[config.mk]
export PLATFORM = sky130hd
export DESIGN_NAME = rf_code_frame_receiver_top_flat
export DESIGN_NICKNAME = d
export VERILOG_FILES = /design/src/hdl/rfr_pkg.sv /design/src/hdl/rfr_in_if.sv /design/src/hdl/rfr_out_if.sv /design/src/hdl/rfr_framer.sv /design/src/hdl/rfr_core.sv /design/src/hdl/rf_code_frame_receiver_top.sv /design/src/flat_wrapper.sv
export SDC_FILE = /design/constraint.sdc
export NUM_CORES = 1
export LEC_CHECK = 0
export BUFFER_PORTS_ARGS = -buffer_cell sky130_fd_sc_hd__buf_2
export CELL_PAD_IN_SITES_DETAIL_PLACEMENT = 1
export CELL_PAD_IN_SITES_GLOBAL_PLACEMENT = 2
export CORE_ASPECT_RATIO = 1.2
export CORE_UTILIZATION = 41
export DETAILED_ROUTE_END_ITERATION = 10
export GPL_ROUTABILITY_DRIVEN = 0
export PLACE_DENSITY_LB_ADDON = 0.1
export SYNTH_ARGS = -nofsm -noshare
export SYNTH_HDL_FRONTEND = slang
export SYNTH_SLANG_ARGS = --single-unit
export TNS_END_PERCENT = 30
[constraint.sdc]
create_clock -name i_clk -period 9.75 [get_ports i_clk]
set_input_delay 0.4875 -clock i_clk [delete_from_list [all_inputs] [get_ports i_clk]]
set_output_delay 0.4875 -clock i_clk [all_outputs]
set_load 0.02 [all_outputs]
[src/hdl/rfr_pkg.sv]
`default_nettype none

package rfr_pkg;

    // field widths
    localparam int FUNC_W  = 2;
    localparam int BYTE_W  = 8;
    localparam int CODE_W  = 24;
    localparam int TMO_W   = 16;
    localparam int DUR_W   = 17;
    localparam int MODE_W  = 2;
    localparam int IDX_W   = 3;
    localparam int CFG_IDX_W  = 2;
    localparam int CFG_DATA_W = 16;

    // event codes carried in func
    localparam logic [FUNC_W-1:0] FUNC_TICK      = 2'd0;
    localparam logic [FUNC_W-1:0] FUNC_BYTE      = 2'd1;
    localparam logic [FUNC_W-1:0] FUNC_CLR_AVAIL = 2'd2;
    localparam logic [FUNC_W-1:0] FUNC_CLR_DET   = 2'd3;

    // mode codes shown on the result
    localparam logic [MODE_W-1:0] MODE_CODE_WAIT    = 2'd0;
    localparam logic [MODE_W-1:0] MODE_CODE_TIMING  = 2'd1;
    localparam logic [MODE_W-1:0] MODE_CODE_REENTRY = 2'd2;

    // register indexes
    localparam logic [CFG_IDX_W-1:0] CFG_START   = 2'd0;
    localparam logic [CFG_IDX_W-1:0] CFG_END     = 2'd1;
    localparam logic [CFG_IDX_W-1:0] CFG_TIMEOUT = 2'd2;

    // register reset values
    localparam logic [BYTE_W-1:0] START_RST   = 8'd2;
    localparam logic [BYTE_W-1:0] END_RST     = 8'd3;
    localparam logic [TMO_W-1:0]  TIMEOUT_RST = 16'd1000;

    // frame byte positions and index limit
    localparam int                NUM_DATA  = 3;
    localparam logic [IDX_W-1:0]  IDX_FIRST = 3'd1;
    localparam logic [IDX_W-1:0]  IDX_LAST  = 3'd3;
    localparam logic [IDX_W-1:0]  IDX_MAX   = 3'd7;

    localparam logic [DUR_W-1:0]  DUR_MAX = 17'h1FFFF;

    typedef struct packed {
        logic [FUNC_W-1:0] func;
        logic [BYTE_W-1:0] rx_byte;
        logic              valid_pin;
    } t_item;

    typedef struct packed {
        logic [CODE_W-1:0] code_value;
        logic              code_detected;
        logic              code_available;
        logic [DUR_W-1:0]  press_duration_ms;
        logic [MODE_W-1:0] mode;
    } t_result;

    typedef struct packed {
        logic [BYTE_W-1:0] start_byte;
        logic [BYTE_W-1:0] end_byte;
        logic [TMO_W-1:0]  timeout_ms;
    } t_cfg;

    typedef struct packed {
        logic              hit;
        logic [CODE_W-1:0] code;
    } t_frame;

endpackage

`default_nettype wire

[src/hdl/rfr_in_if.sv]
`default_nettype none

interface rfr_in_if;
    import rfr_pkg::*;

    logic              valid;
    logic              ready;
    logic [FUNC_W-1:0] func;
    logic [BYTE_W-1:0] rx_byte;
    logic              valid_pin;

    modport source (output valid, output func, output rx_byte, output valid_pin, input ready);
    modport sink   (input valid, input func, input rx_byte, input valid_pin, output ready);
endinterface

`default_nettype wire

[src/hdl/rfr_out_if.sv]
`default_nettype none

interface rfr_out_if;
    import rfr_pkg::*;

    logic              valid;
    logic              ready;
    logic [CODE_W-1:0] code_value;
    logic              code_detected;
    logic              code_available;
    logic [DUR_W-1:0]  press_duration_ms;
    logic [MODE_W-1:0] mode;

    modport source (output valid, output code_value, output code_detected,
                    output code_available, output press_duration_ms, output mode,
                    input ready);
    modport sink   (input valid, input code_value, input code_detected,
                    input code_available, input press_duration_ms, input mode,
                    output ready);
endinterface

`default_nettype wire

[src/hdl/rfr_framer.sv]
`default_nettype none

module rfr_framer (
    input  wire logic                  i_clk,
    input  wire logic                  i_rst_n,
    input  wire logic                  i_step,
    input  wire logic                  i_take,
    input  wire logic [7:0]            i_byte,
    input  wire rfr_pkg::t_cfg         i_cfg,
    output rfr_pkg::t_frame            o_frame
);
    import rfr_pkg::*;

    logic              r_in_frame;
    logic [IDX_W-1:0]  r_byte_index;
    logic [BYTE_W-1:0] r_bytes [NUM_DATA];

    logic              opens;
    logic              active;
    logic              is_end;
    logic [IDX_W-1:0]  idx;
    logic [CODE_W-1:0] packed_code;
    logic [1:0]        wr_pos;

    // frame open/close decode
    assign opens  = !r_in_frame && (i_byte == i_cfg.start_byte);
    assign active = r_in_frame || opens;
    assign is_end = (i_byte == i_cfg.end_byte);
    assign idx    = opens ? '0 : r_byte_index;
    assign wr_pos = 2'(idx - IDX_FIRST);

    assign packed_code = {r_bytes[0], r_bytes[1], r_bytes[2]};

    // a closing byte inside a frame yields the packed data bytes when they are nonzero
    assign o_frame.hit  = i_take && active && is_end && (packed_code != '0);
    assign o_frame.code = packed_code;

    // framing state
    always_ff @(posedge i_clk) begin
        if (!i_rst_n) begin
            r_in_frame   <= 1'b0;
            r_byte_index <= '0;
            for (int k = 0; k < NUM_DATA; k++) begin
                r_bytes[k] <= '0;
            end
        end else if (i_step && i_take && active) begin
            if (is_end) begin
                r_in_frame   <= 1'b0;
                r_byte_index <= '0;
            end else begin
                r_in_frame <= 1'b1;
                if (idx >= IDX_FIRST && idx <= IDX_LAST) begin
                    r_bytes[wr_pos] <= i_byte;
                end
                r_byte_index <= (idx < IDX_MAX) ? idx + 3'd1 : idx;
            end
        end
    end

endmodule

`default_nettype wire

[src/hdl/rfr_core.sv]
`default_nettype none

module rfr_core #(
    parameter int TIMER_BITS = 16
) (
    input  wire logic              i_clk,
    input  wire logic              i_rst_n,
    input  wire logic              i_step,
    input  wire rfr_pkg::t_item    i_item,
    input  wire rfr_pkg::t_cfg     i_cfg,
    output rfr_pkg::t_result       o_next
);
    import rfr_pkg::*;

    localparam int CW = (TIMER_BITS > DUR_W) ? TIMER_BITS : DUR_W;
    localparam int TW = (TIMER_BITS > TMO_W) ? TIMER_BITS : TMO_W;

    typedef enum logic [MODE_W-1:0] {
        MODE_WAIT    = 2'd0,
        MODE_TIMING  = 2'd1,
        MODE_REENTRY = 2'd2
    } t_mode;

    t_mode                 r_mode, n_mode;
    logic [CODE_W-1:0]     r_code, n_code;
    logic                  r_det, n_det;
    logic                  r_av, n_av;
    logic [TIMER_BITS-1:0] r_cnt, n_cnt;
    logic [DUR_W-1:0]      r_dur, n_dur;

    logic   take;
    t_frame frame;
    logic [CW-1:0] cnt_dur;
    logic [TW-1:0] cnt_cmp;

    // bytes are framed only while waiting for a code
    assign take = (r_mode != MODE_TIMING) && (r_mode != MODE_REENTRY)
                  && (i_item.func == FUNC_BYTE);

    rfr_framer u_framer (
        .i_clk   (i_clk),
        .i_rst_n (i_rst_n),
        .i_step  (i_step),
        .i_take  (take),
        .i_byte  (i_item.rx_byte),
        .i_cfg   (i_cfg),
        .o_frame (frame)
    );

    // next state of the receiver
    always_comb begin
        n_mode  = r_mode;
        n_code  = r_code;
        n_det   = r_det;
        n_av    = r_av;
        n_cnt   = r_cnt;
        n_dur   = r_dur;
        cnt_dur = '0;
        cnt_cmp = '0;

        if (i_item.func == FUNC_TICK && r_cnt != '1) begin
            n_cnt = r_cnt + 1'b1;
        end
        if (i_item.func == FUNC_CLR_AVAIL) begin
            n_av = 1'b0;
        end
        if (i_item.func == FUNC_CLR_DET) begin
            n_det = 1'b0;
        end

        cnt_dur = CW'(n_cnt);
        cnt_cmp = TW'(n_cnt);

        unique case (r_mode)
            MODE_TIMING: begin
                if (i_item.valid_pin) begin
                    if (!n_av) begin
                        n_av  = 1'b1;
                        n_dur = (cnt_dur > CW'(DUR_MAX)) ? DUR_MAX : cnt_dur[DUR_W-1:0];
                    end
                    n_mode = MODE_WAIT;
                end else if (cnt_cmp > TW'(i_cfg.timeout_ms)) begin
                    n_av   = 1'b1;
                    n_dur  = {i_cfg.timeout_ms, 1'b0};
                    n_mode = MODE_REENTRY;
                end
            end
            MODE_REENTRY: begin
                if (i_item.valid_pin) begin
                    n_dur  = '0;
                    n_mode = MODE_WAIT;
                end
            end
            default: begin
                n_mode = MODE_WAIT;
                if (frame.hit) begin
                    n_code = frame.code;
                    n_det  = 1'b1;
                    n_cnt  = '0;
                    n_mode = MODE_TIMING;
                end
            end
        endcase
    end

    assign o_next.code_value        = n_code;
    assign o_next.code_detected     = n_det;
    assign o_next.code_available    = n_av;
    assign o_next.press_duration_ms = n_dur;
    assign o_next.mode              = n_mode;

    // state update, one item per step
    always_ff @(posedge i_clk) begin
        if (!i_rst_n) begin
            r_mode <= MODE_WAIT;
            r_code <= '0;
            r_det  <= 1'b0;
            r_av   <= 1'b0;
            r_cnt  <= '0;
            r_dur  <= '0;
        end else if (i_step) begin
            r_mode <= n_mode;
            r_code <= n_code;
            r_det  <= n_det;
            r_av   <= n_av;
            r_cnt  <= n_cnt;
            r_dur  <= n_dur;
        end
    end

endmodule

`default_nettype wire

[src/hdl/rf_code_frame_receiver_top.sv]
// channel   dir  handshake        payload
// i_req     in   valid / ready    func[1:0], rx_byte[7:0], valid_pin
// o_res     out  valid / ready    code_value[23:0], code_detected, code_available,
//                                 press_duration_ms[16:0], mode[1:0]
// cfg       in   i_cfg_wr_en      i_cfg_index[1:0], i_cfg_data[15:0]
//
// one request per cycle sustained while o_res is not stalled; a result reaches o_res
// through the input register, then the result register
// the update of the receiver state is a single pass from the input register
// i_rst_n is synchronous; control registers clear and configuration registers take their reset values
// a stalled result holds in the result register; the input register takes a request
// when it is empty or when its item moves on in the same cycle
`default_nettype none

module rf_code_frame_receiver_top #(
    parameter int TIMER_BITS = 16
) (
    input  wire logic                               i_clk,
    input  wire logic                               i_rst_n,
    rfr_in_if.sink                                  i_req,
    rfr_out_if.source                               o_res,
    input  wire logic                               i_cfg_wr_en,
    input  wire logic [rfr_pkg::CFG_IDX_W-1:0]      i_cfg_index,
    input  wire logic [rfr_pkg::CFG_DATA_W-1:0]     i_cfg_data
);
    import rfr_pkg::*;

    t_cfg    r_cfg;
    logic    r_in_valid;
    t_item   r_in;
    logic    r_out_valid;
    t_result r_out;

    t_result next_res;
    logic    advance;

    // configuration registers
    always_ff @(posedge i_clk) begin
        if (!i_rst_n) begin
            r_cfg.start_byte <= START_RST;
            r_cfg.end_byte   <= END_RST;
            r_cfg.timeout_ms <= TIMEOUT_RST;
        end else if (i_cfg_wr_en) begin
            unique case (i_cfg_index)
                CFG_START:   r_cfg.start_byte <= i_cfg_data[BYTE_W-1:0];
                CFG_END:     r_cfg.end_byte   <= i_cfg_data[BYTE_W-1:0];
                CFG_TIMEOUT: r_cfg.timeout_ms <= i_cfg_data[TMO_W-1:0];
                default:     r_cfg <= r_cfg;
            endcase
        end
    end

    // pipeline flow
    assign advance     = r_in_valid && (!r_out_valid || o_res.ready);
    assign i_req.ready = !r_in_valid || advance;

    // input register
    always_ff @(posedge i_clk) begin
        if (!i_rst_n) begin
            r_in_valid <= 1'b0;
        end else if (i_req.ready) begin
            r_in_valid <= i_req.valid;
        end
    end

    always_ff @(posedge i_clk) begin
        if (i_req.valid && i_req.ready) begin
            r_in.func      <= i_req.func;
            r_in.rx_byte   <= i_req.rx_byte;
            r_in.valid_pin <= i_req.valid_pin;
        end
    end

    rfr_core #(
        .TIMER_BITS (TIMER_BITS)
    ) u_core (
        .i_clk   (i_clk),
        .i_rst_n (i_rst_n),
        .i_step  (advance),
        .i_item  (r_in),
        .i_cfg   (r_cfg),
        .o_next  (next_res)
    );

    // result register
    always_ff @(posedge i_clk) begin
        if (!i_rst_n) begin
            r_out_valid <= 1'b0;
        end else if (advance) begin
            r_out_valid <= 1'b1;
        end else if (o_res.ready) begin
            r_out_valid <= 1'b0;
        end
    end

    always_ff @(posedge i_clk) begin
        if (advance) begin
            r_out <= next_res;
        end
    end

    assign o_res.valid             = r_out_valid;
    assign o_res.code_value        = r_out.code_value;
    assign o_res.code_detected     = r_out.code_detected;
    assign o_res.code_available    = r_out.code_available;
    assign o_res.press_duration_ms = r_out.press_duration_ms;
    assign o_res.mode              = r_out.mode;

endmodule

`default_nettype wire

[src/flat_wrapper.sv]
// flat-port wrapper written by rule: the top's interface ports become plain ports
module rf_code_frame_receiver_top_flat import rfr_pkg::*;
#(
    parameter int TIMER_BITS = 16
)
  (i_clk, i_rst_n, i_cfg_wr_en, i_cfg_index, i_cfg_data, i_req_valid, i_req_func, i_req_rx_byte, i_req_valid_pin, i_req_ready, o_res_valid, o_res_code_value, o_res_code_detected, o_res_code_available, o_res_press_duration_ms, o_res_mode, o_res_ready);
  rfr_in_if i_req_i ();
  rfr_out_if o_res_i ();
  input  wire logic i_clk;
  input  wire logic i_rst_n;
  input  wire logic i_cfg_wr_en;
  input  wire logic [rfr_pkg::CFG_IDX_W-1:0] i_cfg_index;
  input  wire logic [rfr_pkg::CFG_DATA_W-1:0] i_cfg_data;
  input wire logic [$bits(i_req_i.valid)-1:0] i_req_valid;
  input wire logic [$bits(i_req_i.func)-1:0] i_req_func;
  input wire logic [$bits(i_req_i.rx_byte)-1:0] i_req_rx_byte;
  input wire logic [$bits(i_req_i.valid_pin)-1:0] i_req_valid_pin;
  output wire logic [$bits(i_req_i.ready)-1:0] i_req_ready;
  output wire logic [$bits(o_res_i.valid)-1:0] o_res_valid;
  output wire logic [$bits(o_res_i.code_value)-1:0] o_res_code_value;
  output wire logic [$bits(o_res_i.code_detected)-1:0] o_res_code_detected;
  output wire logic [$bits(o_res_i.code_available)-1:0] o_res_code_available;
  output wire logic [$bits(o_res_i.press_duration_ms)-1:0] o_res_press_duration_ms;
  output wire logic [$bits(o_res_i.mode)-1:0] o_res_mode;
  input wire logic [$bits(o_res_i.ready)-1:0] o_res_ready;
  assign i_req_i.valid = i_req_valid;
  assign i_req_i.func = i_req_func;
  assign i_req_i.rx_byte = i_req_rx_byte;
  assign i_req_i.valid_pin = i_req_valid_pin;
  assign i_req_ready = i_req_i.ready;
  assign o_res_valid = o_res_i.valid;
  assign o_res_code_value = o_res_i.code_value;
  assign o_res_code_detected = o_res_i.code_detected;
  assign o_res_code_available = o_res_i.code_available;
  assign o_res_press_duration_ms = o_res_i.press_duration_ms;
  assign o_res_mode = o_res_i.mode;
  assign o_res_i.ready = o_res_ready;
  rf_code_frame_receiver_top #(.TIMER_BITS(TIMER_BITS)) u_core (.i_clk(i_clk), .i_rst_n(i_rst_n), .i_req(i_req_i), .o_res(o_res_i), .i_cfg_wr_en(i_cfg_wr_en), .i_cfg_index(i_cfg_index), .i_cfg_data(i_cfg_data));
endmodule
==> flow_summary_export.csv <==
group,metric,value,unit
status,outcome,"complete, no violations",
cells_and_area,multi_input_area,3840,sq um
floorplanning,num_rows,57,
cells_and_area,syn_to_final_growth,13.7,%
cts,clock_latency,0.43,ns
cts,cts_resized,0,
power,power,0.00157,W
cts,postCtsHoldBufs,0,
routing,detail-route-antenna-nets,0,
timing,hold_viol,0,
power,ir_drop,128,uV
worst_hold_path,min_path_cells,1,
logic_synthesis,async_flop_share,0,%
power,p_leak,3.79,nW
cts,cts.htree.levels,4,
logic_synthesis,syn-num-nets,939,
floorplanning,start_util,42.1,%
logic_synthesis,synth_edf_count,80,
cells_and_area,regArea,4380,sq um
floorplanning,die_area,21400,sq um
routing,dr.pass1.iters,7,
placement,placed_cells,1192,
logic_synthesis,synth_cells,883,
timing,finalSetupViolCount,0,
timing,fmax,227,MHz
cells_and_area,drive_gt1_share,15.2,%
cells_and_area,instances_no_fill,1224,
routing,drtIter0Drc,392,
cts,clk_pin_slew_worst_paths,0.07,ns
power,p_per_area,162,nW/um^2
logic_synthesis,ys_types,78,
logic_synthesis,seq_area_frac_synth,51.3,%
setup_path,startpoint_type,"register",
logic_synthesis,ys.flop_type,"dfxtp_1",
cts,post_cts_buffers,0,
cells_and_area,finalNetCount,1002,
routing,via_per_inst,5.65,
floorplanning,core,20300,sq um
setup_path,cp.required,9.91,ns
routing,wl_per_cell,20.5,um
timing,fin_crit,4.41,ns
setup_path,crit_arrival,4.57,ns
setup_path,end_kind,"register",
floorplanning,ioPinCount,81,
logic_synthesis,synth_top_area_share,28.1,%
logic_synthesis,ys_warn_count,0,
timing,fin_crit_sh,45.3,%
global_route,gr-total-overflow,0,
timing,tightest_slew,0.963,ns
timing,finClkSkew,0.0109,ns
global_route,antenna_found_initial,1,
logic_synthesis,yosysMostFrequentCell,"nand2_1",
cts,cts_tree,"yes",
routing,drt-total-wl,25.1,mm
logic_synthesis,synth_common_cells,"nand2_1 (170), dfxtp_1 (99), edfxtp_1 (80), a21oi_1 (67), nor2_1 (44)",
global_route,grt_pass1_vias,7094,
setup_path,crit_type,"reg2reg",
timing,rsz0062_at_grt,"no",
floorplanning,die_w,134,um
timing,slew_violations,0,
routing,drc,0,
cells_and_area,nFillCells,2325,
logic_synthesis,yosys.area.top_type,"edfxtp_1",
cts,cts_buffer_depth,2,
logic_synthesis,netlist_area,8550,sq um
global_route,grt_max_degree,58,
placement,post-place-ws,5.44,ns
timing,final.setup.tns,0,ns
cts,cts_sinks,179,
cells_and_area,num_antenna_cells,0,
cts,cts_inserted_buffers,17,
logic_synthesis,ys_ff_latch,179,
global_route,grt_pass1_wl,39.5,mm
placement,io_buffers,80,
logic_synthesis,synth_area_leaders,"edfxtp_1 (28%), dfxtp_1 (23%), nand2_1 (7.5%)",
global_route,grt_use_total,24.2,%
timing,setup_slack,5.34,ns
setup_path,ff2ff_path_depth,13,
floorplanning,die_y,160,um
logic_synthesis,syn_avg_cell_area,9.69,sq um
timing,relSlewSlack,35.8,%
placement,post_dp_cell_area,9180,sq um
routing,vias,6911,
cts,root_buffer,"clkbuf_16",
setup_path,path_max_fanout,19,
worst_hold_path,min_path_type,"in2reg",
job,cap_violations,0,
cells_and_area,fin_area,9730,sq um
placement,hpwl,18.1,mm
## report_power, final
part	internal (W)	switching, W
Combinational	0.0000276	0.0000666
Sequential	0.000802	0.0000182
Clock	0.000348	0.000312
## sequential cells by signal (all words and copies together) (netlist names), 11 cells and up
register and cells:
u_core.o_res.code_value 24, u_core.r_in 11, u_core.r_cfg 32, u_core.u_core.r_cnt 16, u_core.o_res.press_duration_ms 17, u_core.u_core.r_dur 17, u_core.u_core.r_code 24, u_core.u_core.u_framer.r_bytes 24
## worst max-delay path, stage by stage, from the launching register on
cell and delay, ns:
dfxtp_1 0.41, ha_1 0.26, and4_1 0.23, and4_1 0.33, nor3_1 0.11, xnor2_1 0.48
inv_1 0.13, ha_1 0.32, a21oi_1 0.16, o21ai_0 0.14, a2bb2oi_1 0.48, a311oi_4 0.39
a222oi_1 0.58, o21ai_1 0.12
## per-stage QoR
step                      utilization (%)  hold WS, ns
final                                47.9        0.229
after global routing                 47.9        0.210
after CTS                            47.9        0.220
after global placement               45.1        0.451
after detailed placement             45.1        0.465
after floorplan                         -        0.434
## path summary, 6_finish.rpt
path	slack [ns]	endpoint	startpoint
setup reg to reg	5.34	u_core.o_res.press_duration_ms[14]	u_core.u_core.r_cnt[0]
hold / removal	0.23	u_core.r_in[8]	i_req_rx_byte[7]
hold reg to reg	0.47	u_core.u_core.r_dur[8]	u_core.u_core.r_dur[8]
setup / recovery	5.34	u_core.o_res.press_duration_ms[14]	u_core.u_core.r_cnt[0]
## kinds of logic after synthesis
family,synth area share (%)
buffers and inverters,3.93
flip-flops,51.3
AND/OR/NAND/NOR,20.0
multiplexers,1.87
AO/OA/AOI/OAI,16.3
adder cells (fa/ha/maj),3.22
XOR/XNOR,3.38
## cells in the final DEF (no fill, tap or decap), types with 15 or more instances in the layout
cell	n
buf_2	80
nand3_1	15
nand4_1	17
nand2_1	170
ha_1	22
mux2i_1	16
and2_1	30
nor2_1	44
edfxtp_1	80
clkbuf_16	17
dfxtp_1	99
inv_1	36
xor2_1	22
a21oi_1	67
o21ai_0	26
o21ai_1	15
## layer usage
layer | track usage, % | up-vias | share of wire [%]
met2 | 41.0 | 153 | 49
met1 | 29.9 | 3412 | 43
met3 | 4.86 | 46 | 4.4
li1 | - | 3298 | -
met5 | 0 | - | 0.048
met4 | 10.0 | 2 | 3.0
## layout make-up
class / instances / area share, %
Sequential cell: 179 / 45.1
Multi-Input combinational cell: 620 / 39.5
Timing Repair Buffer: 90 / 4.89
Clock buffer: 21 / 4.73
Tap cell: 265 / 3.41
Inverter: 38 / 1.47
Clock inverter: 11 / 0.952
(Power assumes the default switching activity.)
